### config.mk
export PLATFORM = sky130hd
export DESIGN_NAME = sha_queue
export DESIGN_NICKNAME = d
export VERILOG_FILES = /design/src/rtl/sha_pkg.sv /design/src/rtl/sha_queue.sv
export SDC_FILE = /design/constraint.sdc
export NUM_CORES = 1
export LEC_CHECK = 0
export ABC_AREA = 1
export BUFFER_PORTS_ARGS = -buffer_cell sky130_fd_sc_hd__buf_2
export CAP_MARGIN = 20
export CORE_ASPECT_RATIO = 1.4
export CORE_MARGIN = 2
export CORE_UTILIZATION = 35
export DETAILED_ROUTE_END_ITERATION = 8
export GPL_TIMING_DRIVEN = 0
export PLACE_DENSITY = 0.54
export SLEW_MARGIN = 20
export SYNTH_ARGS = -nofsm -noshare
export SYNTH_HDL_FRONTEND = slang
export SYNTH_SLANG_ARGS = --single-unit
### constraint.sdc
create_clock -name clock -period 56.8 [get_ports clock]
set_input_delay 11.36 -clock clock [delete_from_list [all_inputs] [get_ports clock]]
set_output_delay 11.36 -clock clock [all_outputs]
set_load 0.02 [all_outputs]
### src/rtl/sha_pkg.sv
// ----------------------------------------------------------------------------
// sha_pkg
// Shared constants and round functions for the byte-serial SHA-256 engine.
// ----------------------------------------------------------------------------
package sha_pkg;

   localparam int unsigned QueueDepth = 4;

   // command from front to back
   typedef enum logic [1:0] {
      CMD_BLOCK = 2'd0,   // compress the block that was handed over
      CMD_FINAL = 2'd1,   // compress final block, then emit digest
      CMD_PAD   = 2'd2    // compress padding overflow block, more follows
   } cmd_type;

   typedef struct packed {
      cmd_type      cmd;
      logic [511:0] block;
   } job_type;

   typedef logic [7:0][31:0] hash_type;

   localparam hash_type InitHash = {
      32'h5be0cd19, 32'h1f83d9ab, 32'h9b05688c, 32'h510e527f,
      32'ha54ff53a, 32'h3c6ef372, 32'hbb67ae85, 32'h6a09e667};

   function automatic logic [31:0] round_k(input logic [5:0] idx);
      logic [31:0] k;
      unique case (idx)
         6'd0: k = 32'h428a2f98;  6'd1: k = 32'h71374491;
         6'd2: k = 32'hb5c0fbcf;  6'd3: k = 32'he9b5dba5;
         6'd4: k = 32'h3956c25b;  6'd5: k = 32'h59f111f1;
         6'd6: k = 32'h923f82a4;  6'd7: k = 32'hab1c5ed5;
         6'd8: k = 32'hd807aa98;  6'd9: k = 32'h12835b01;
         6'd10: k = 32'h243185be; 6'd11: k = 32'h550c7dc3;
         6'd12: k = 32'h72be5d74; 6'd13: k = 32'h80deb1fe;
         6'd14: k = 32'h9bdc06a7; 6'd15: k = 32'hc19bf174;
         6'd16: k = 32'he49b69c1; 6'd17: k = 32'hefbe4786;
         6'd18: k = 32'h0fc19dc6; 6'd19: k = 32'h240ca1cc;
         6'd20: k = 32'h2de92c6f; 6'd21: k = 32'h4a7484aa;
         6'd22: k = 32'h5cb0a9dc; 6'd23: k = 32'h76f988da;
         6'd24: k = 32'h983e5152; 6'd25: k = 32'ha831c66d;
         6'd26: k = 32'hb00327c8; 6'd27: k = 32'hbf597fc7;
         6'd28: k = 32'hc6e00bf3; 6'd29: k = 32'hd5a79147;
         6'd30: k = 32'h06ca6351; 6'd31: k = 32'h14292967;
         6'd32: k = 32'h27b70a85; 6'd33: k = 32'h2e1b2138;
         6'd34: k = 32'h4d2c6dfc; 6'd35: k = 32'h53380d13;
         6'd36: k = 32'h650a7354; 6'd37: k = 32'h766a0abb;
         6'd38: k = 32'h81c2c92e; 6'd39: k = 32'h92722c85;
         6'd40: k = 32'ha2bfe8a1; 6'd41: k = 32'ha81a664b;
         6'd42: k = 32'hc24b8b70; 6'd43: k = 32'hc76c51a3;
         6'd44: k = 32'hd192e819; 6'd45: k = 32'hd6990624;
         6'd46: k = 32'hf40e3585; 6'd47: k = 32'h106aa070;
         6'd48: k = 32'h19a4c116; 6'd49: k = 32'h1e376c08;
         6'd50: k = 32'h2748774c; 6'd51: k = 32'h34b0bcb5;
         6'd52: k = 32'h391c0cb3; 6'd53: k = 32'h4ed8aa4a;
         6'd54: k = 32'h5b9cca4f; 6'd55: k = 32'h682e6ff3;
         6'd56: k = 32'h748f82ee; 6'd57: k = 32'h78a5636f;
         6'd58: k = 32'h84c87814; 6'd59: k = 32'h8cc70208;
         6'd60: k = 32'h90befffa; 6'd61: k = 32'ha4506ceb;
         6'd62: k = 32'hbef9a3f7; 6'd63: k = 32'hc67178f2;
         default: k = 32'h0;
      endcase
      return k;
   endfunction

   function automatic logic [31:0] rotr(input logic [31:0] v, input int unsigned n);
      return (v >> n) | (v << (32 - n));
   endfunction

endpackage

### src/rtl/sha_queue.sv
// ----------------------------------------------------------------------------
// sha_queue
// Short job queue between the byte front and the compression back.
// ----------------------------------------------------------------------------
module sha_queue #(
   parameter int unsigned Depth = sha_pkg::QueueDepth
) (
   input  logic              clock,
   input  logic              reset,
   input  logic              in_valid,
   output logic              in_ready,
   input  sha_pkg::job_type  in_data,
   output logic              out_valid,
   input  logic              out_ready,
   output sha_pkg::job_type  out_data
);

   localparam int unsigned AW = (Depth > 1) ? $clog2(Depth) : 1;

   sha_pkg::job_type mem [Depth];
   logic [AW-1:0] wr_ff, wr_in, rd_ff, rd_in;
   logic [AW:0]   cnt_ff, cnt_in;
   logic          wr, rd;

   assign in_ready  = cnt_ff != (AW+1)'(Depth);
   assign out_valid = cnt_ff != '0;
   assign out_data  = mem[rd_ff];
   assign wr = in_valid && in_ready;
   assign rd = out_valid && out_ready;

   // pointer update with wrap at depth
   always_comb begin
      wr_in  = wr ? ((wr_ff == AW'(Depth-1)) ? '0 : wr_ff + 1'b1) : wr_ff;
      rd_in  = rd ? ((rd_ff == AW'(Depth-1)) ? '0 : rd_ff + 1'b1) : rd_ff;
      cnt_in = cnt_ff + (AW+1)'(wr) - (AW+1)'(rd);
   end

   always_ff @(posedge clock) begin
      if (reset) begin
         wr_ff  <= '0;
         rd_ff  <= '0;
         cnt_ff <= '0;
      end else begin
         wr_ff  <= wr_in;
         rd_ff  <= rd_in;
         cnt_ff <= cnt_in;
      end
      if (wr) mem[wr_ff] <= in_data;
   end

endmodule

==> Implementation_results.wiki <==
{| class="wikitable"
! Metric !! Value
|-
| Outcome || finished clean
|-
| Setup slack of the critical path after layout || 40.92 ns
|-
| Clock tree root buffer cell || sky130_fd_sc_hd__clkbuf_16
|-
| Die ar. || roughly 220000 um2
|-
| Yosys synthesis warning count || 0
|-
| Most frequent standard cell in the layout excluding fill and tap cells || sky130_fd_sc_hd__edfxtp_1
|-
| Sum Neg Setup Slack || 0 ns
|-
| Global-route wire length before repair || about 350000 um
|-
| IO buf count || 1033
|-
| Maximum fanout along the worst path || 11
|-
| DIE WIDTH || just under 400 um
|-
| Total number of H-tree levels || 4
|-
| Final critical path time including I/O delays and setup || 15.88 ns
|-
| Kind of critical path || register to output pin
|-
| Number of nets in the synthesized netlist || around 5600
|-
| Final Instance Count excl. Fillers || about 9500
|-
| Routed length per placed instance || around 26 um
|-
| Number of global-route vias before repair || 48333
|-
| Number of placed I/O pins || 1034
|-
| Clock transition at path regs || 0.06 ns
|-
| Total routed wirelength || ~250000 um
|-
| Post-synthesis instance total || 5037
|-
| Cell area power density || about 51 nW/um2
|-
| Post-CTS Hold Fix Bufs || 0
|-
| Setup repair after global routing missed its margin || false
|-
| Maximum count of clock buffers along a single path || 4
|-
| Final Max Slew Viols || 0
|-
| Leak pwr || 32.25 nW
|-
| Antenna Violating Nets Remaining || 0
|-
| Antenna violations before repair || approximately 150
|-
| Detailed Route Iter0 Violations || 4330
|-
| Final hold violation count || 0
|-
| Drt drc || 0
|-
| Std-Cell Rows || slightly above 200
|-
| Total of cells resized after clock tree synthesis || 0
|-
| Worst-case hold slack || 0.5475 ns
|-
| Path class of the lowest-slack min-delay path || register to register
|-
| Net count of the finished layout || 6920
|-
| Worst slew margin relative to its limit || 24.98%
|-
| Insertion delay to the later sink of the worst-skew pair || 0.83 ns
|-
| Placed cell count || about 9000
|-
| Critical path startpoint category || register
|-
| Inserted Clock Buffers || ~200
|-
| Data arrival time at the worst-slack endpoint || 4.52 ns
|-
| Sequential cell area fraction in the yosys report || 81.54%
|-
| Critical path capture point type || output pin
|-
| Final cycle utilization of the critical path || 27.95%
|-
| Count of different cell masters after synthesis || 19
|-
| Post-detailed-placement half-perimeter wirelength || around 180000 um
|-
| Ratio of cells with drive above 1 in the final layout || 23.84%
|-
| Via count of the routed design || approximately 50000
|-
| Mean area per synthesized cell || about 15 um2
|-
| Most frequent cells in the layout || 2056 x sky130_fd_sc_hd__edfxtp_1, 1140 x sky130_fd_sc_hd__buf_2, 1036 x sky130_fd_sc_hd__nor2_1, 580 x sky130_fd_sc_hd__o21ai_0, 512 x sky130_fd_sc_hd__o22ai_1
|-
| Worst setup slack after placement || 41.43 ns
|-
| Worst EP required || 45.44 ns
|-
| Via density || 5.204
|-
| Final worst clock skew || 0.05926 ns
|-
| Buffer count from post-CTS setup fixing || 0
|-
| Least-Margin Pin Slew || 1.125 ns
|-
| Synth-to-Final Area Change || 23.99%
|-
| Initial Util || a little over a third
|-
| Die Y-Extent || between 500 and 600 um
|-
| Total congestion overflow after global routing || 0
|-
| Num Clock Sinks || just over 2000
|-
| # Max-Cap Violations || 0
|-
| Global-route total usage across every layer || 21.92%
|-
| Area of the core || 216100 um2
|-
| TritonCTS clock tree || yes
|-
| Final setup viols || 0
|-
| Synthesized area || 75930 um2
|-
| Maximum number of pins on one net before global-route repair || 23
|-
| Seq cells post-synth || 2065
|-
| Largest voltage drop on the vdd net || 0.03261 mV
|-
| Maximum achievable frequency || 62.99 MHz
|-
| Final weighted congestion in routability-driven placement || 0.8164
|-
| First-pass iteration count of the detailed router || 5
|}
-- area by class of cell --
| cell class | count | area, um2 |
|---|---|---|
| repair buffers | 1153 | 7976 |
| clock buffers | 239 | 5194 |
| diodes | 76 | 190.2 |
| well taps | 2856 | 3573 |
| flip-flops and latches | 2065 | 61920 |
| fillers | 19495 | 121900 |
| inverters | 18 | 67.56 |
| multi-input cells | 2613 | 12520 |
| plain buffers | 341 | 1473 |
| clock inverters | 122 | 1235 |
-- state kept, by name, summed over array words and instances (netlist names), named ones only --
name    count
mem      2056
cnt_ff      3
wr_ff       2
rd_ff       2
-- power breakdown --
group          switching, W  internal (W)  leakage (nW)
sequential        0.0000320       0.00185          18.9
clock              0.000568      0.000753          3.12
combinational       0.00114      0.000412          10.2
total               0.00174       0.00302          32.2
-- kinds of logic after synthesis --
group	synth area share (%)
DFF	81.54
AOI/OAI and AO/OA	11.06
and+or+nand+nor	5.227
buffers and inverters	2.025
adders and majority gates	0.1417
-- per-stage QoR --
stage	utilization, %	instance area (um2)	total power (W)
5_1_grt	43.50	94000	0.004945
2_1_floorplan	-	75930	0.002863
3_5_place_dp	40.50	87530	0.003479
3_3_place_gp	39.19	84680	0.003702
6_report	43.57	94150	0.004759
4_1_cts	43.48	93960	0.004795
-- worst max-delay path, cell delays in order, from the launching register on --
cell and delay, ns:
sky130_fd_sc_hd__dfxtp_1 0.31, sky130_fd_sc_hd__inv_2 0.58, sky130_fd_sc_hd__clkbuf_1 0.89, sky130_fd_sc_hd__clkbuf_1 0.75
sky130_fd_sc_hd__o21ai_1 0.15, sky130_fd_sc_hd__o22ai_1 0.55, sky130_fd_sc_hd__buf_2 0.39
-- synthesized netlist by cell type --
cell	count	area, um2
sky130_fd_sc_hd__a21boi_0	2	15.01
sky130_fd_sc_hd__a21oi_1	4	20.02
sky130_fd_sc_hd__buf_1	14	52.55
sky130_fd_sc_hd__buf_2	107	535.5
sky130_fd_sc_hd__buf_4	13	97.59
sky130_fd_sc_hd__buf_6	1	11.26
sky130_fd_sc_hd__clkbuf_1	206	773.2
sky130_fd_sc_hd__dfxtp_1	9	180.2
sky130_fd_sc_hd__edfxtp_1	2056	61740
sky130_fd_sc_hd__fa_1	1	20.02
sky130_fd_sc_hd__ha_1	7	87.58
sky130_fd_sc_hd__inv_1	16	60.06
sky130_fd_sc_hd__inv_2	2	7.510
sky130_fd_sc_hd__nand2_1	12	45.04
sky130_fd_sc_hd__nand3_1	4	20.02
sky130_fd_sc_hd__nor2_1	1040	3904
sky130_fd_sc_hd__o21ai_0	580	2903
sky130_fd_sc_hd__o21ai_1	449	2247
sky130_fd_sc_hd__o22ai_1	514	3216
-- layer usage --
metal  up-vias  global-route usage [%]  share of wire (%)
li1      22059                       -                  -
met1     24571                   25.70                 37
met2      2111                   36.19                 48
met3       479                   9.723                 12
met4       128                   6.286                2.8
met5         -                       0               0.33
-- worst paths after layout --
kind                  start             to  slack (ns)  cells past startpoint
setup / recovery   register  out_data[440]       40.92                      6
hold / removal     wr_ff[0]       wr_ff[0]        0.55                      2
setup reg to reg  cnt_ff[1]    mem[3][215]       52.82                     15
hold reg to reg    wr_ff[0]       wr_ff[0]        0.55                      2
Power figures use the tool's default switching activity.
