--- config.mk ---
export PLATFORM = sky130hd
export DESIGN_NAME = sha_back
export DESIGN_NICKNAME = d
export VERILOG_FILES = /design/src/rtl/sha_pkg.sv /design/src/rtl/sha_back.sv
export SDC_FILE = /design/constraint.sdc
export NUM_CORES = 2
export LEC_CHECK = 0
export ABC_AREA = 1
export BUFFER_PORTS_ARGS = -buffer_cell sky130_fd_sc_hd__buf_2
export CORE_UTILIZATION = 28
export DETAILED_ROUTE_END_ITERATION = 10
export PLACE_DENSITY = 0.47
export SYNTH_ARGS = -nofsm -noshare
export SYNTH_HDL_FRONTEND = slang
export SYNTH_SLANG_ARGS = --single-unit
--- constraint.sdc ---
create_clock -name clock -period 24.3 [get_ports clock]
set_input_delay 2.43 -clock clock [delete_from_list [all_inputs] [get_ports clock]]
set_output_delay 2.43 -clock clock [all_outputs]
set_load 0.01 [all_outputs]
--- src/rtl/sha_pkg.sv ---
// ----------------------------------------------------------------------------
// sha_pkg
// Shared constants and round functions for the byte-serial SHA-256 engine.
// ----------------------------------------------------------------------------
package sha_pkg;

   localparam int unsigned QueueDepth = 4;

   // command from front to back
   typedef enum logic [1:0] {
      CMD_BLOCK = 2'd0,   // compress the block that was handed over
      CMD_FINAL = 2'd1,   // compress final block, then emit digest
      CMD_PAD   = 2'd2    // compress padding overflow block, more follows
   } cmd_type;

   typedef struct packed {
      cmd_type      cmd;
      logic [511:0] block;
   } job_type;

   typedef logic [7:0][31:0] hash_type;

   localparam hash_type InitHash = {
      32'h5be0cd19, 32'h1f83d9ab, 32'h9b05688c, 32'h510e527f,
      32'ha54ff53a, 32'h3c6ef372, 32'hbb67ae85, 32'h6a09e667};

   function automatic logic [31:0] round_k(input logic [5:0] idx);
      logic [31:0] k;
      unique case (idx)
         6'd0: k = 32'h428a2f98;  6'd1: k = 32'h71374491;
         6'd2: k = 32'hb5c0fbcf;  6'd3: k = 32'he9b5dba5;
         6'd4: k = 32'h3956c25b;  6'd5: k = 32'h59f111f1;
         6'd6: k = 32'h923f82a4;  6'd7: k = 32'hab1c5ed5;
         6'd8: k = 32'hd807aa98;  6'd9: k = 32'h12835b01;
         6'd10: k = 32'h243185be; 6'd11: k = 32'h550c7dc3;
         6'd12: k = 32'h72be5d74; 6'd13: k = 32'h80deb1fe;
         6'd14: k = 32'h9bdc06a7; 6'd15: k = 32'hc19bf174;
         6'd16: k = 32'he49b69c1; 6'd17: k = 32'hefbe4786;
         6'd18: k = 32'h0fc19dc6; 6'd19: k = 32'h240ca1cc;
         6'd20: k = 32'h2de92c6f; 6'd21: k = 32'h4a7484aa;
         6'd22: k = 32'h5cb0a9dc; 6'd23: k = 32'h76f988da;
         6'd24: k = 32'h983e5152; 6'd25: k = 32'ha831c66d;
         6'd26: k = 32'hb00327c8; 6'd27: k = 32'hbf597fc7;
         6'd28: k = 32'hc6e00bf3; 6'd29: k = 32'hd5a79147;
         6'd30: k = 32'h06ca6351; 6'd31: k = 32'h14292967;
         6'd32: k = 32'h27b70a85; 6'd33: k = 32'h2e1b2138;
         6'd34: k = 32'h4d2c6dfc; 6'd35: k = 32'h53380d13;
         6'd36: k = 32'h650a7354; 6'd37: k = 32'h766a0abb;
         6'd38: k = 32'h81c2c92e; 6'd39: k = 32'h92722c85;
         6'd40: k = 32'ha2bfe8a1; 6'd41: k = 32'ha81a664b;
         6'd42: k = 32'hc24b8b70; 6'd43: k = 32'hc76c51a3;
         6'd44: k = 32'hd192e819; 6'd45: k = 32'hd6990624;
         6'd46: k = 32'hf40e3585; 6'd47: k = 32'h106aa070;
         6'd48: k = 32'h19a4c116; 6'd49: k = 32'h1e376c08;
         6'd50: k = 32'h2748774c; 6'd51: k = 32'h34b0bcb5;
         6'd52: k = 32'h391c0cb3; 6'd53: k = 32'h4ed8aa4a;
         6'd54: k = 32'h5b9cca4f; 6'd55: k = 32'h682e6ff3;
         6'd56: k = 32'h748f82ee; 6'd57: k = 32'h78a5636f;
         6'd58: k = 32'h84c87814; 6'd59: k = 32'h8cc70208;
         6'd60: k = 32'h90befffa; 6'd61: k = 32'ha4506ceb;
         6'd62: k = 32'hbef9a3f7; 6'd63: k = 32'hc67178f2;
         default: k = 32'h0;
      endcase
      return k;
   endfunction

   function automatic logic [31:0] rotr(input logic [31:0] v, input int unsigned n);
      return (v >> n) | (v << (32 - n));
   endfunction

endpackage

--- src/rtl/sha_back.sv ---
// ----------------------------------------------------------------------------
// sha_back
// Runs 64 compression rounds per block, one round a cycle, and serves the
// digest as eight words through a result register.
// ----------------------------------------------------------------------------
module sha_back (
   input  logic              clock,
   input  logic              reset,
   input  logic              job_valid,
   output logic              job_ready,
   input  sha_pkg::job_type  job_data,
   output logic              rsp_empty,
   input  logic              rsp_pop,
   output logic [31:0]       rsp_digest_word,
   output logic [2:0]        rsp_word_index,
   output logic              rsp_last_word
);

   typedef enum logic [1:0] {
      ST_IDLE,
      ST_ROUND,
      ST_ADD,
      ST_EMIT
   } state_type;

   state_type          state_ff, state_in;
   sha_pkg::hash_type  hash_ff, hash_in;
   logic [7:0][31:0]   var_ff, var_in;
   logic [15:0][31:0]  win_ff, win_in;
   logic [5:0]         rnd_ff, rnd_in;
   logic               fin_ff, fin_in;
   logic [2:0]         idx_ff, idx_in;

   logic [31:0] w, s0, s1, x0, x1, ch, maj, t1, t2;

   assign job_ready       = state_ff == ST_IDLE;
   assign rsp_empty       = state_ff != ST_EMIT;
   assign rsp_digest_word = hash_ff[idx_ff];
   assign rsp_word_index  = idx_ff;
   assign rsp_last_word   = idx_ff == 3'd7;

   // one round; window shifts so slot 0 is always the current word
   always_comb begin
      x0 = sha_pkg::rotr(win_ff[1], 7) ^ sha_pkg::rotr(win_ff[1], 18) ^ (win_ff[1] >> 3);
      x1 = sha_pkg::rotr(win_ff[14], 17) ^ sha_pkg::rotr(win_ff[14], 19)
         ^ (win_ff[14] >> 10);
      w   = win_ff[0];
      s1  = sha_pkg::rotr(var_ff[4], 6) ^ sha_pkg::rotr(var_ff[4], 11)
          ^ sha_pkg::rotr(var_ff[4], 25);
      ch  = (var_ff[4] & var_ff[5]) ^ (~var_ff[4] & var_ff[6]);
      t1  = var_ff[7] + s1 + ch + sha_pkg::round_k(rnd_ff) + w;
      s0  = sha_pkg::rotr(var_ff[0], 2) ^ sha_pkg::rotr(var_ff[0], 13)
          ^ sha_pkg::rotr(var_ff[0], 22);
      maj = (var_ff[0] & var_ff[1]) ^ (var_ff[0] & var_ff[2]) ^ (var_ff[1] & var_ff[2]);
      t2  = s0 + maj;
   end

   always_comb begin
      state_in = state_ff;
      hash_in  = hash_ff;
      var_in   = var_ff;
      win_in   = win_ff;
      rnd_in   = rnd_ff;
      fin_in   = fin_ff;
      idx_in   = idx_ff;
      unique case (state_ff)
         ST_IDLE: begin
            if (job_valid) begin
               for (int i = 0; i < 16; i++) win_in[i] = job_data.block[511-32*i -: 32];
               var_in   = hash_ff;
               rnd_in   = '0;
               fin_in   = job_data.cmd == sha_pkg::CMD_FINAL;
               state_in = ST_ROUND;
            end
         end
         ST_ROUND: begin
            var_in = {var_ff[6], var_ff[5], var_ff[4], var_ff[3] + t1,
                      var_ff[2], var_ff[1], var_ff[0], t1 + t2};
            for (int i = 0; i < 15; i++) win_in[i] = win_ff[i+1];
            win_in[15] = win_ff[0] + x0 + win_ff[9] + x1;
            rnd_in = rnd_ff + 6'd1;
            if (rnd_ff == 6'd63) state_in = ST_ADD;
         end
         ST_ADD: begin
            for (int i = 0; i < 8; i++) hash_in[i] = hash_ff[i] + var_ff[i];
            idx_in   = '0;
            state_in = fin_ff ? ST_EMIT : ST_IDLE;
         end
         ST_EMIT: begin
            if (rsp_pop) begin
               idx_in = idx_ff + 3'd1;
               if (idx_ff == 3'd7) begin
                  hash_in  = sha_pkg::InitHash;
                  state_in = ST_IDLE;
               end
            end
         end
         default: state_in = ST_IDLE;
      endcase
   end

   always_ff @(posedge clock) begin
      if (reset) begin
         state_ff <= ST_IDLE;
         hash_ff  <= sha_pkg::InitHash;
         idx_ff   <= '0;
      end else begin
         state_ff <= state_in;
         hash_ff  <= hash_in;
         idx_ff   <= idx_in;
      end
      var_ff <= var_in;
      win_ff <= win_in;
      rnd_ff <= rnd_in;
      fin_ff <= fin_in;
   end

endmodule

==> summary.md <==
| Metric | Value |
|---|---|
| Number of cells on the worst hold path | `2` |
| Worst r2r src | `var_ff[143]$_DFFE_PP_` |
| Leading cell types by count after synthesis | `3,460 x nand2_1, 1,099 x inv_1, 861 x o21ai_0` |
| Multiplexer area fraction after synthesis | `0%` |
| Routed len/inst | `27.7 microns` |
| Final Cycle Share | `31.3%` |
| Min Tclk post-route | `7.61 ns` |
| Number of routed nets with antenna violations | `0` |
| Nets | `11.9k` |
| Clk sink count | `1,068` |
| Post-route setup TNS | `0 ns` |
| Post-synth EDFFs | `775` |
| Gpl congestion | `1.01` |
| GRT Overall Usage | `28.1%` |
| Rows | `192` |
| Synth warn | `0` |
| Drt first pass iters | `6` |
| Via/cell ratio | `5.21` |
| Synth Area in Compound Gates | `14.5%` |
| FF-to-FF setup slack | `16.94 ns` |
| XOR/XNOR Fraction of Synth Area | `3.66%` |
| Area growth, synth to finish | `14.4%` |
| Unrepaired setup endpoints after global routing | `false` |
| Clk_skew | `0.0829 ns` |
| CP required | `21.87 ns` |
| Seq cells post-synth | `1,068` |
| Max FO, Critical Path | `68` |
| Failing checks | `capacitance limit, slew limit` |
| DRC viols | `0` |
| CTS clk-pin slew, worst paths | `0.06 ns` |
| Vias in the first global route | `71.8k` |
| Final setup margin | `16.69 ns` |
| Post-Synthesis Cells | `10.5k` |
| Post-CTS Hold Buffers | `0` |
| Die footprint | `279,000 sq um` |
| Slew HR | `-10.9%` |
| Status | `finished, violations left` |
| Fraction of the yosys area taken by sequential cells | `37.6%` |
| Longest Clk Path Bufs | `3` |
| Post-Route Utilization | `32.3%` |
| CP endpoint kind | `primary output` |
| Clock Root Buffer | `clkbuf_16` |
| # port buffers | `555` |
| Top Ports | `556` |
| Mapped Avg Cell Area | `7.41 sq um` |
| Final global-route overflow total | `0` |
| Mapped Area | `77,600 sq um` |
| Detailed Route Iter0 Violations | `8,869` |
| Synth Area in Adders | `11.6%` |
| CP arrival | `5.18 ns` |
| Final Hold Fails | `0` |
| Post-synth top flop | `edfxtp_1` |
| Worst hold start | `win_ff[201]$_DFFE_PP_` |
| Post-Syn Nets | `11.6k` |
| DRT Wirelength | `405 mm` |
| Setup bufs post-CTS | `0` |
| Critical path class | `register to primary output` |
| Yosys cell types | `55` |
| R2r worst-path depth | `31` |
| Synth area leaders | `edfxtp_1 30%, nand2_1 17%, dfxtp_1 7.6%, ha_1 6.3%, o21ai_0 5.6%` |
| Layout cells sized above 1 | `8.10%` |
| Initial core utilization | `28.3%` |
| Core area | `275,000 sq um` |
| Yosys top cell area share | `30.0%` |
| TritonCTS Buffers | `141` |
| Worst-margin pin slew | `1.65 ns` |
| Fillcell total | `29.8k` |
| Insertion delay to the later sink of the worst-skew pair | `0.89 ns` |
| Die H | `528 microns` |
| Via count | `76.3k` |
| H-tree depth | `4` |
| Area leader, netlist | `edfxtp_1` |
| Setup WS pre-CTS | `16.95 ns` |
| Largest family of logic cells by synthesized area | `simple AND/OR/NAND/NOR gates` |
| Die Wd | `528 microns` |
| Hold EP | `win_ff[169]$_DFFE_PP_` |
| Dpl hpwl | `323 mm` |
| Peak Freq | `0.131 GHz` |
| Ys async rst share | `0%` |
| Fin. max-slew vios | `2` |
| Initial antenna violation count | `35` |
| Largest net degree at the start of global routing | `189` |
| Resized Gates After CTS | `0` |
| Max cap viols | `1` |
| Reg-to-Reg End | `var_ff[29]$_DFFE_PP_` |
| Endpoints failing setup | `0` |
| Worst hold path type | `register to register` |
| Top-count cell post-synth | `nand2_1` |
| First-pass GRT wire length | `556 mm` |
| TritonCTS clock tree | `done` |
| Simple-gate area share of the yosys netlist | `25.1%` |
| CP Launch Type | `register` |
==> layout by cell type, fill, tap and decap left out, types with 34 or more instances in the layout <==
cell       count
clkbuf_1      34
nand4_1      101
ha_1         391
inv_1       1095
buf_4         76
dfxtp_1      291
nor2_1       678
nor3_1        84
nand3_1      452
o21bai_1      50
xnor2_1      151
nand3b_1      42
a21o_1        53
a21oi_1      823
a21boi_0      41
xor2_1       173
clkbuf_16    141
o211ai_1      49
nand2_1     3460
a31oi_1       71
fa_1         195
buf_2        554
o22ai_1       35
o21ai_0      858
edfxtp_1     775
==> worst max path at each step <==
stage	slack (ns)	start	endpoint
CTS	16.80	rsp_word_index[0]$_SDFFE_PP0P_	rsp_digest_word[30]
global placement	16.97	var_ff[143]$_DFFE_PP_	var_ff[27]$_DFFE_PP_
finish	16.69	rsp_word_index[0]$_SDFFE_PP0P_	rsp_digest_word[9]
global route	16.45	var_ff[143]$_DFFE_PP_	var_ff[22]$_DFFE_PP_
floorplan	4.52	job_valid	register
detailed placement	16.95	var_ff[145]$_DFFE_PP_	var_ff[27]$_DFFE_PP_
==> metrics by stage <==
step	std cells	area [sq um]	hold WS, ns
final	14651	88700	0.489
after global routing	14642	88700	0.498
after CTS	14637	88700	0.488
after detailed placement	14381	84000	0.480
after global placement	14381	84000	0.478
after floorplan	10471	77600	0.457
==> critical path: stages (launching register included) <==
cell and delay (ns):
dfxtp_4 0.52, inv_4 0.34, buf_4 0.56, buf_4 0.78
nor2_1 0.18, o21ai_0 0.68, a21oi_1 0.31, a31oi_1 0.56
buf_2 0.25
==> layer usage <==
layer,global-route usage [%],part of all wire (%),vias up
li1,-,-,35257
met1,41.2,46,37231
met2,41.2,42,3350
met3,5.00,8.0,495
met4,9.16,3.5,10
met5,0,0.019,-
==> sequential cells by signal, indices dropped and copies added, names as in the netlist, named ones only <==
register,flops
rsp_word_index,3
var_ff,256
win_ff,480
rnd_ff,6
w,32
fin_ff,1
hash_ff,256
state_ff,2
==> logic make-up (layout without fill, tap and decap cells) <==
logic type | Yosys count | after routing
buffers and inverters | 1524 | 2004
AO/OA/AOI/OAI | 2083 | 2083
AND/OR/NAND/NOR | 4866 | 4866
XOR/XNOR | 324 | 324
other | 0 | 14
flip-flops | 1068 | 1068
adder cells (fa/ha/maj) | 606 | 606
==> area by class of cell <==
class / instances / area (sq um) / area share, %
multi-input combinational: 7879 / 42600 / 48.0
sequential: 1068 / 29100 / 32.9
tap: 3686 / 4610 / 5.20
inverter: 1112 / 4200 / 4.73
clock buffer: 182 / 3750 / 4.23
timing repair buffer: 636 / 3460 / 3.90
clock inverter: 74 / 898 / 1.01
antenna: 14 / 35.0 / 0.0395
Power is not shown: default switching activity piles up to over one toggle a cycle in this logic, so the estimate is an artifact.
