===== src/rtl/sha_pkg.sv =====
// ----------------------------------------------------------------------------
// sha_pkg
// Shared constants and round functions for the byte-serial SHA-256 engine.
// ----------------------------------------------------------------------------
package sha_pkg;

   localparam int unsigned QueueDepth = 4;

   // command from front to back
   typedef enum logic [1:0] {
      CMD_BLOCK = 2'd0,   // compress the block that was handed over
      CMD_FINAL = 2'd1,   // compress final block, then emit digest
      CMD_PAD   = 2'd2    // compress padding overflow block, more follows
   } cmd_type;

   typedef struct packed {
      cmd_type      cmd;
      logic [511:0] block;
   } job_type;

   typedef logic [7:0][31:0] hash_type;

   localparam hash_type InitHash = {
      32'h5be0cd19, 32'h1f83d9ab, 32'h9b05688c, 32'h510e527f,
      32'ha54ff53a, 32'h3c6ef372, 32'hbb67ae85, 32'h6a09e667};

   function automatic logic [31:0] round_k(input logic [5:0] idx);
      logic [31:0] k;
      unique case (idx)
         6'd0: k = 32'h428a2f98;  6'd1: k = 32'h71374491;
         6'd2: k = 32'hb5c0fbcf;  6'd3: k = 32'he9b5dba5;
         6'd4: k = 32'h3956c25b;  6'd5: k = 32'h59f111f1;
         6'd6: k = 32'h923f82a4;  6'd7: k = 32'hab1c5ed5;
         6'd8: k = 32'hd807aa98;  6'd9: k = 32'h12835b01;
         6'd10: k = 32'h243185be; 6'd11: k = 32'h550c7dc3;
         6'd12: k = 32'h72be5d74; 6'd13: k = 32'h80deb1fe;
         6'd14: k = 32'h9bdc06a7; 6'd15: k = 32'hc19bf174;
         6'd16: k = 32'he49b69c1; 6'd17: k = 32'hefbe4786;
         6'd18: k = 32'h0fc19dc6; 6'd19: k = 32'h240ca1cc;
         6'd20: k = 32'h2de92c6f; 6'd21: k = 32'h4a7484aa;
         6'd22: k = 32'h5cb0a9dc; 6'd23: k = 32'h76f988da;
         6'd24: k = 32'h983e5152; 6'd25: k = 32'ha831c66d;
         6'd26: k = 32'hb00327c8; 6'd27: k = 32'hbf597fc7;
         6'd28: k = 32'hc6e00bf3; 6'd29: k = 32'hd5a79147;
         6'd30: k = 32'h06ca6351; 6'd31: k = 32'h14292967;
         6'd32: k = 32'h27b70a85; 6'd33: k = 32'h2e1b2138;
         6'd34: k = 32'h4d2c6dfc; 6'd35: k = 32'h53380d13;
         6'd36: k = 32'h650a7354; 6'd37: k = 32'h766a0abb;
         6'd38: k = 32'h81c2c92e; 6'd39: k = 32'h92722c85;
         6'd40: k = 32'ha2bfe8a1; 6'd41: k = 32'ha81a664b;
         6'd42: k = 32'hc24b8b70; 6'd43: k = 32'hc76c51a3;
         6'd44: k = 32'hd192e819; 6'd45: k = 32'hd6990624;
         6'd46: k = 32'hf40e3585; 6'd47: k = 32'h106aa070;
         6'd48: k = 32'h19a4c116; 6'd49: k = 32'h1e376c08;
         6'd50: k = 32'h2748774c; 6'd51: k = 32'h34b0bcb5;
         6'd52: k = 32'h391c0cb3; 6'd53: k = 32'h4ed8aa4a;
         6'd54: k = 32'h5b9cca4f; 6'd55: k = 32'h682e6ff3;
         6'd56: k = 32'h748f82ee; 6'd57: k = 32'h78a5636f;
         6'd58: k = 32'h84c87814; 6'd59: k = 32'h8cc70208;
         6'd60: k = 32'h90befffa; 6'd61: k = 32'ha4506ceb;
         6'd62: k = 32'hbef9a3f7; 6'd63: k = 32'hc67178f2;
         default: k = 32'h0;
      endcase
      return k;
   endfunction

   function automatic logic [31:0] rotr(input logic [31:0] v, input int unsigned n);
      return (v >> n) | (v << (32 - n));
   endfunction

endpackage


===== src/rtl/sha_front.sv =====
// ----------------------------------------------------------------------------
// sha_front
// Gathers message bytes into 64-byte blocks, counts length and builds the
// padding blocks; hands each block to the job queue.
// ----------------------------------------------------------------------------
module sha_front (
   input  logic              clock,
   input  logic              reset,
   input  logic              req_push,
   output logic              req_full,
   input  logic [7:0]        req_data_byte,
   input  logic              req_has_byte,
   input  logic              req_end_of_message,
   output logic              job_valid,
   output sha_pkg::job_type  job_data,
   input  logic              job_ready
);

   typedef enum logic [1:0] {
      ST_FILL,
      ST_PAD1,     // emit first padding block (may be final)
      ST_PAD2      // emit length-only block
   } state_type;

   state_type    state_ff, state_in;
   logic [60:0]  count_ff, count_in;
   logic [511:0] buf_ff, buf_in;
   logic         valid_ff, valid_in;
   sha_pkg::job_type job_ff, job_in;

   logic [5:0]   fill;
   logic [511:0] pad_blk, len_blk;
   logic [63:0]  bits;
   logic         acc;

   assign fill     = count_ff[5:0];
   assign bits     = {count_ff, 3'b000};
   assign job_valid = valid_ff;
   assign job_data  = job_ff;
   assign req_full = (state_ff != ST_FILL) || (valid_ff && !job_ready);
   assign acc      = req_push && !req_full;

   // padding block: 0x80 after fill, zeros, length if room
   always_comb begin
      pad_blk = '0;
      for (int i = 0; i < 64; i++) begin
         if (6'(i) < fill) pad_blk[511-8*i -: 8] = buf_ff[511-8*i -: 8];
         else if (6'(i) == fill) pad_blk[511-8*i -: 8] = 8'h80;
      end
      len_blk = '0;
      len_blk[63:0] = bits;
      if (fill < 6'd56) pad_blk[63:0] = bits;
   end

   always_comb begin
      state_in = state_ff;
      count_in = count_ff;
      buf_in   = buf_ff;
      valid_in = valid_ff && !job_ready;
      job_in   = job_ff;
      unique case (state_ff)
         ST_FILL: begin
            if (acc) begin
               if (req_has_byte) begin
                  buf_in[511-8*fill -: 8] = req_data_byte;
                  count_in = count_ff + 61'd1;
                  if (fill == 6'd63) begin
                     valid_in  = 1'b1;
                     job_in.cmd   = sha_pkg::CMD_BLOCK;
                     job_in.block = buf_in;
                  end
               end
               if (req_end_of_message) state_in = ST_PAD1;
            end
         end
         ST_PAD1: begin
            if (!valid_ff || job_ready) begin
               valid_in     = 1'b1;
               job_in.block = pad_blk;
               if (fill < 6'd56) begin
                  job_in.cmd = sha_pkg::CMD_FINAL;
                  count_in   = '0;
                  state_in   = ST_FILL;
               end else begin
                  job_in.cmd = sha_pkg::CMD_PAD;
                  state_in   = ST_PAD2;
               end
            end
         end
         ST_PAD2: begin
            if (!valid_ff || job_ready) begin
               valid_in     = 1'b1;
               job_in.block = len_blk;
               job_in.cmd   = sha_pkg::CMD_FINAL;
               count_in     = '0;
               state_in     = ST_FILL;
            end
         end
         default: state_in = ST_FILL;
      endcase
   end

   always_ff @(posedge clock) begin
      if (reset) begin
         state_ff <= ST_FILL;
         count_ff <= '0;
         valid_ff <= 1'b0;
      end else begin
         state_ff <= state_in;
         count_ff <= count_in;
         valid_ff <= valid_in;
      end
      buf_ff <= buf_in;
      job_ff <= job_in;
   end

endmodule


===== config.mk =====
export PLATFORM = sky130hd
export DESIGN_NAME = sha_front
export DESIGN_NICKNAME = d
export VERILOG_FILES = /design/src/rtl/sha_pkg.sv /design/src/rtl/sha_front.sv
export SDC_FILE = /design/constraint.sdc
export NUM_CORES = 2
export LEC_CHECK = 0
export BUFFER_PORTS_ARGS = -buffer_cell sky130_fd_sc_hd__clkbuf_2
export CELL_PAD_IN_SITES_DETAIL_PLACEMENT = 1
export CELL_PAD_IN_SITES_GLOBAL_PLACEMENT = 1
export CORE_UTILIZATION = 25
export CTS_CLUSTER_DIAMETER = 40
export DETAILED_ROUTE_END_ITERATION = 10
export GPL_TIMING_DRIVEN = 0
export PLACE_DENSITY_LB_ADDON = 0.1
export REMOVE_ABC_BUFFERS = 1
export SLEW_MARGIN = 10
export SYNTH_ARGS = -nofsm -noshare
export SYNTH_HDL_FRONTEND = slang
export SYNTH_SLANG_ARGS = --single-unit

===== constraint.sdc =====
create_clock -name clock -period 27 [get_ports clock]
set_input_delay 2.7 -clock clock [delete_from_list [all_inputs] [get_ports clock]]
set_output_delay 2.7 -clock clock [all_outputs]
set_load 0.05 [all_outputs]

==> summary.md <==
| Metric | Value |
|---|---|
| WL final | `194 mm` |
| GRT Residual Overflow | `0` |
| Core Util, Final | `32.8%` |
| WHS Path Cells | `2` |
| Vias in the first global route | `34,658` |
| Synthesized area | `0.0473 mm^2` |
| Vias per cell | `4.96` |
| Clk buf depth | `3` |
| Cts repair resizes | `0` |
| Number of iterations in the first detailed-routing pass | `8` |
| DRC Markers | `128` |
| Global-route wire length before repair | `271 mm` |
| DR WL/cell | `28.3 um` |
| CTS Buf Count | `226` |
| Core area | `0.188 mm^2` |
| Clk_lat worst skew | `0.84 ns` |
| Die W | `437 um` |
| Violated checks | `DRC` |
| Worst Path Buf+Inv | `2` |
| Outcome | `finished, violations left` |
| Clk slew on worst S/H paths | `0.04 ns` |
| Post-CTS setup buffers | `0` |
| CP Class | `primary input to output pin` |
| CP max stage delay | `0.33 ns` |
| Slowest CP cell | `clkbuf_2` |
| CTS tree | `done` |
| Final nets | `4,208` |
| Die Y | `437 um` |
| Via count | `34,119` |
| Max_slew headroom | `11.5%` |
| DIE AREA | `0.191 mm^2` |
| Post-cts hold buffer count | `0` |
| Worst setup EP type | `output pin` |
| Row cnt | `159` |
| VDD IR max | `54.3 uV` |
| Initial core utilization | `25.2%` |
| CP Depth | `4` |
| Placer Congestion | `0.771` |
| Skew final | `0.0297 ns` |
| Number of synthesized flops with an enable pin | `1,026` |
| Distinct cells, synth | `74` |
| Crit-path cells | `clkbuf_2, nand2b_1, nand2_1, clkbuf_2` |
| CP arrival | `3.56 ns` |
| Final setup vio count | `0` |
| DRT iter0 DRCs | `2,420` |
| Total GRT Usage | `19.9%` |
| Placed cells | `6,449` |
| Largest net degree at the start of global routing | `119` |
| Port bufs | `529` |
| Pwr/cell area | `84.8 mW/mm^2` |
| Share of cells above drive strength 1 | `26.3%` |
| Io pins | `530` |
| H-tree depth | `4` |
| CP top delay family | `buffers and inverters` |
| Pre-CTS setup slack | `20.71 ns` |
| Crit path time final | `6.26 ns` |
| Final WS setup | `20.74 ns` |
| Ys flop type | `edfxtp_1` |
| Cells after synthesis | `3,592` |
| Final ANT Viol Nets | `0` |
| Non-filler cells, final | `6,882` |
| Ys async rst share | `0%` |
| Area growth syn-to-layout | `30.2%` |
| Detailed placement HPWL | `131 mm` |
| Avg Inst Size Synth | `13.2 um^2` |
| Worst hold-check path type | `register to register` |
| CTS Root Cell | `clkbuf_16` |
| Final TNS setup | `0 ns` |
| Initial antenna violation count | `19` |
| Clk sinks | `1,090` |
| RSZ-0062 raised after global routing | `false` |
| Path depth of the worst reg2reg path | `11` |
| Tcrit/Tclk final | `23.2%` |
| Fmax | `160 MHz` |
| Static Leak | `22.6 nW` |
| Crit-path max FO | `7` |
| Max cap viols | `0` |
| Worst setup SP type | `primary input` |
| Yosys warning total | `0` |
| Most frequent CP cell | `clkbuf_2` |
| Sequential element share of the synthesized area | `67.9%` |
| Worst-Margin Slew | `1.33 ns` |
| #FFs+latches synth | `1,090` |
| Worst path required time | `24.30 ns` |
| Fin. Hold Viols | `0` |
| Max-slew violations | `0` |
-- metrics by stage --
stage / total power [mW] / hold WS, ns / cell area [um^2]
after floorplan: 2.31 / 0.455 / 46300
after global placement: 2.55 / 0.471 / 52100
after detailed placement: 2.46 / 0.482 / 53800
after CTS: 5.29 / 0.488 / 61500
after global routing: 5.38 / 0.522 / 61500
final: 5.22 / 0.487 / 61500
-- power by group --
part	switching, mW	internal, mW
clock	0.997	1.80
sequential	0.0318	1.94
combinational	0.319	0.129
-- cells in the mapped netlist (all sizes together), types with 5 or more instances --
cell type	number	share of area [%]
edfxtp	1026	65
nand2	513	4.1
a22o	435	8.1
o21ai	397	4.2
clkbuf	190	1.5
mux2	122	2.9
nor2	119	0.95
a21oi	92	0.97
nand3	92	1.0
dfxtp	64	2.7
o31ai	53	0.84
and2	46	0.61
buf	43	0.45
o2bb2ai	37	0.69
and3	32	0.42
a221o	31	0.66
a21o	27	0.43
inv	27	0.21
or4	27	0.43
nand4	23	0.30
mux2i	19	0.40
nor3	18	0.21
or3	18	0.24
a22oi	12	0.19
ha	12	0.32
nor2b	11	0.15
xnor2	10	0.19
a211oi	9	0.14
nor4	9	0.15
nand2b	7	0.093
a21bo	5	0.11
and4	5	0.093
or2	5	0.066
-- worst paths after layout --
kind	slack, ns	endpoint	startpoint
max	20.74	req_full	job_ready
min	0.49	count_ff[60]	count_ff[60]
max reg2reg	22.56	job_data[192]	count_ff[0]
min reg2reg	0.49	count_ff[60]	count_ff[60]
-- state kept, by name, summed over array words and instances, names as in the netlist --
signal / count
count_ff: 61
state_ff: 2
job_data: 514
buf_ff: 512
job_valid: 1
-- worst reg2reg max path, cell delays in order, from the launching register on --
cell	delay, ns
dfxtp_2	0.68
ha_2	0.42
buf_12	0.24
nand3_1	0.50
nor2_1	0.53
mux2i_1	0.20
a21oi_4	0.55
buf_16	0.24
buf_16	0.17
buf_12	0.20
buf_16	0.19
buf_12	0.20
-- final cells by class --
| cell class | instances | area (um^2) |
|---|---|---|
| fillers | 19998 | 126000 |
| repair buffers | 595 | 4210 |
| flip-flops and latches | 1090 | 32100 |
| inverters | 31 | 124 |
| well taps | 2495 | 3120 |
| clock inverters | 167 | 1770 |
| clock buffers | 261 | 5900 |
| diodes | 5 | 12.5 |
| multi-input cells | 2238 | 14300 |
-- cell usage in the layout (no fill, tap or decap), types with 7 or more instances in the layout --
cell | Yosys | final
mux2_2 | 122 | 122
a221o_1 | 31 | 31
mux2i_1 | 19 | 19
a22o_1 | 435 | 435
nor4_1 | 7 | 7
clkinvlp_4 | 0 | 28
and2_1 | 42 | 37
a22oi_1 | 12 | 12
o21ai_0 | 393 | 393
nand3_1 | 91 | 91
a211oi_1 | 9 | 8
o31ai_1 | 53 | 53
o2bb2ai_1 | 37 | 37
edfxtp_1 | 1026 | 1026
clkinv_1 | 4 | 31
clkinv_2 | 0 | 40
a21o_1 | 27 | 27
or4_1 | 27 | 27
nand2_1 | 513 | 508
buf_12 | 0 | 24
nand4_1 | 23 | 23
dfxtp_1 | 64 | 58
nor3_1 | 16 | 16
inv_6 | 0 | 15
clkinv_4 | 0 | 23
bufinv_16 | 0 | 24
buf_16 | 0 | 37
clkbuf_1 | 189 | 28
nor2_1 | 118 | 113
xnor2_1 | 10 | 10
clkbuf_2 | 1 | 529
a21oi_1 | 92 | 88
clkbuf_16 | 0 | 230
and3_1 | 32 | 32
ha_1 | 12 | 10
or3_1 | 18 | 18
inv_1 | 26 | 26
-- routing by layer --
metal	global-route usage (%)	vias up	part of all wire (%)
met5	0	-	0.0067
met4	6.36	2	2.8
met3	3.80	264	5.1
met2	32.4	945	48
met1	26.5	17553	44
li1	-	15355	-
-- cells by family (layout without fill, tap and decap cells) --
| group | after synthesis | after routing | share of synthesized area (%) |
|---|---|---|---|
| buffers and inverters | 264 | 1054 | 2.21 |
| and+or+nand+nor | 933 | 933 | 8.96 |
| DFF | 1090 | 1090 | 67.9 |
| muxes | 141 | 141 | 3.31 |
| other | 0 | 5 | 0 |
| xor gates and xnor gates | 13 | 13 | 0.241 |
| adders and majority gates | 12 | 12 | 0.318 |
| AOI/OAI and AO/OA | 1139 | 1139 | 17.1 |
Power figures use the tool's default switching activity.
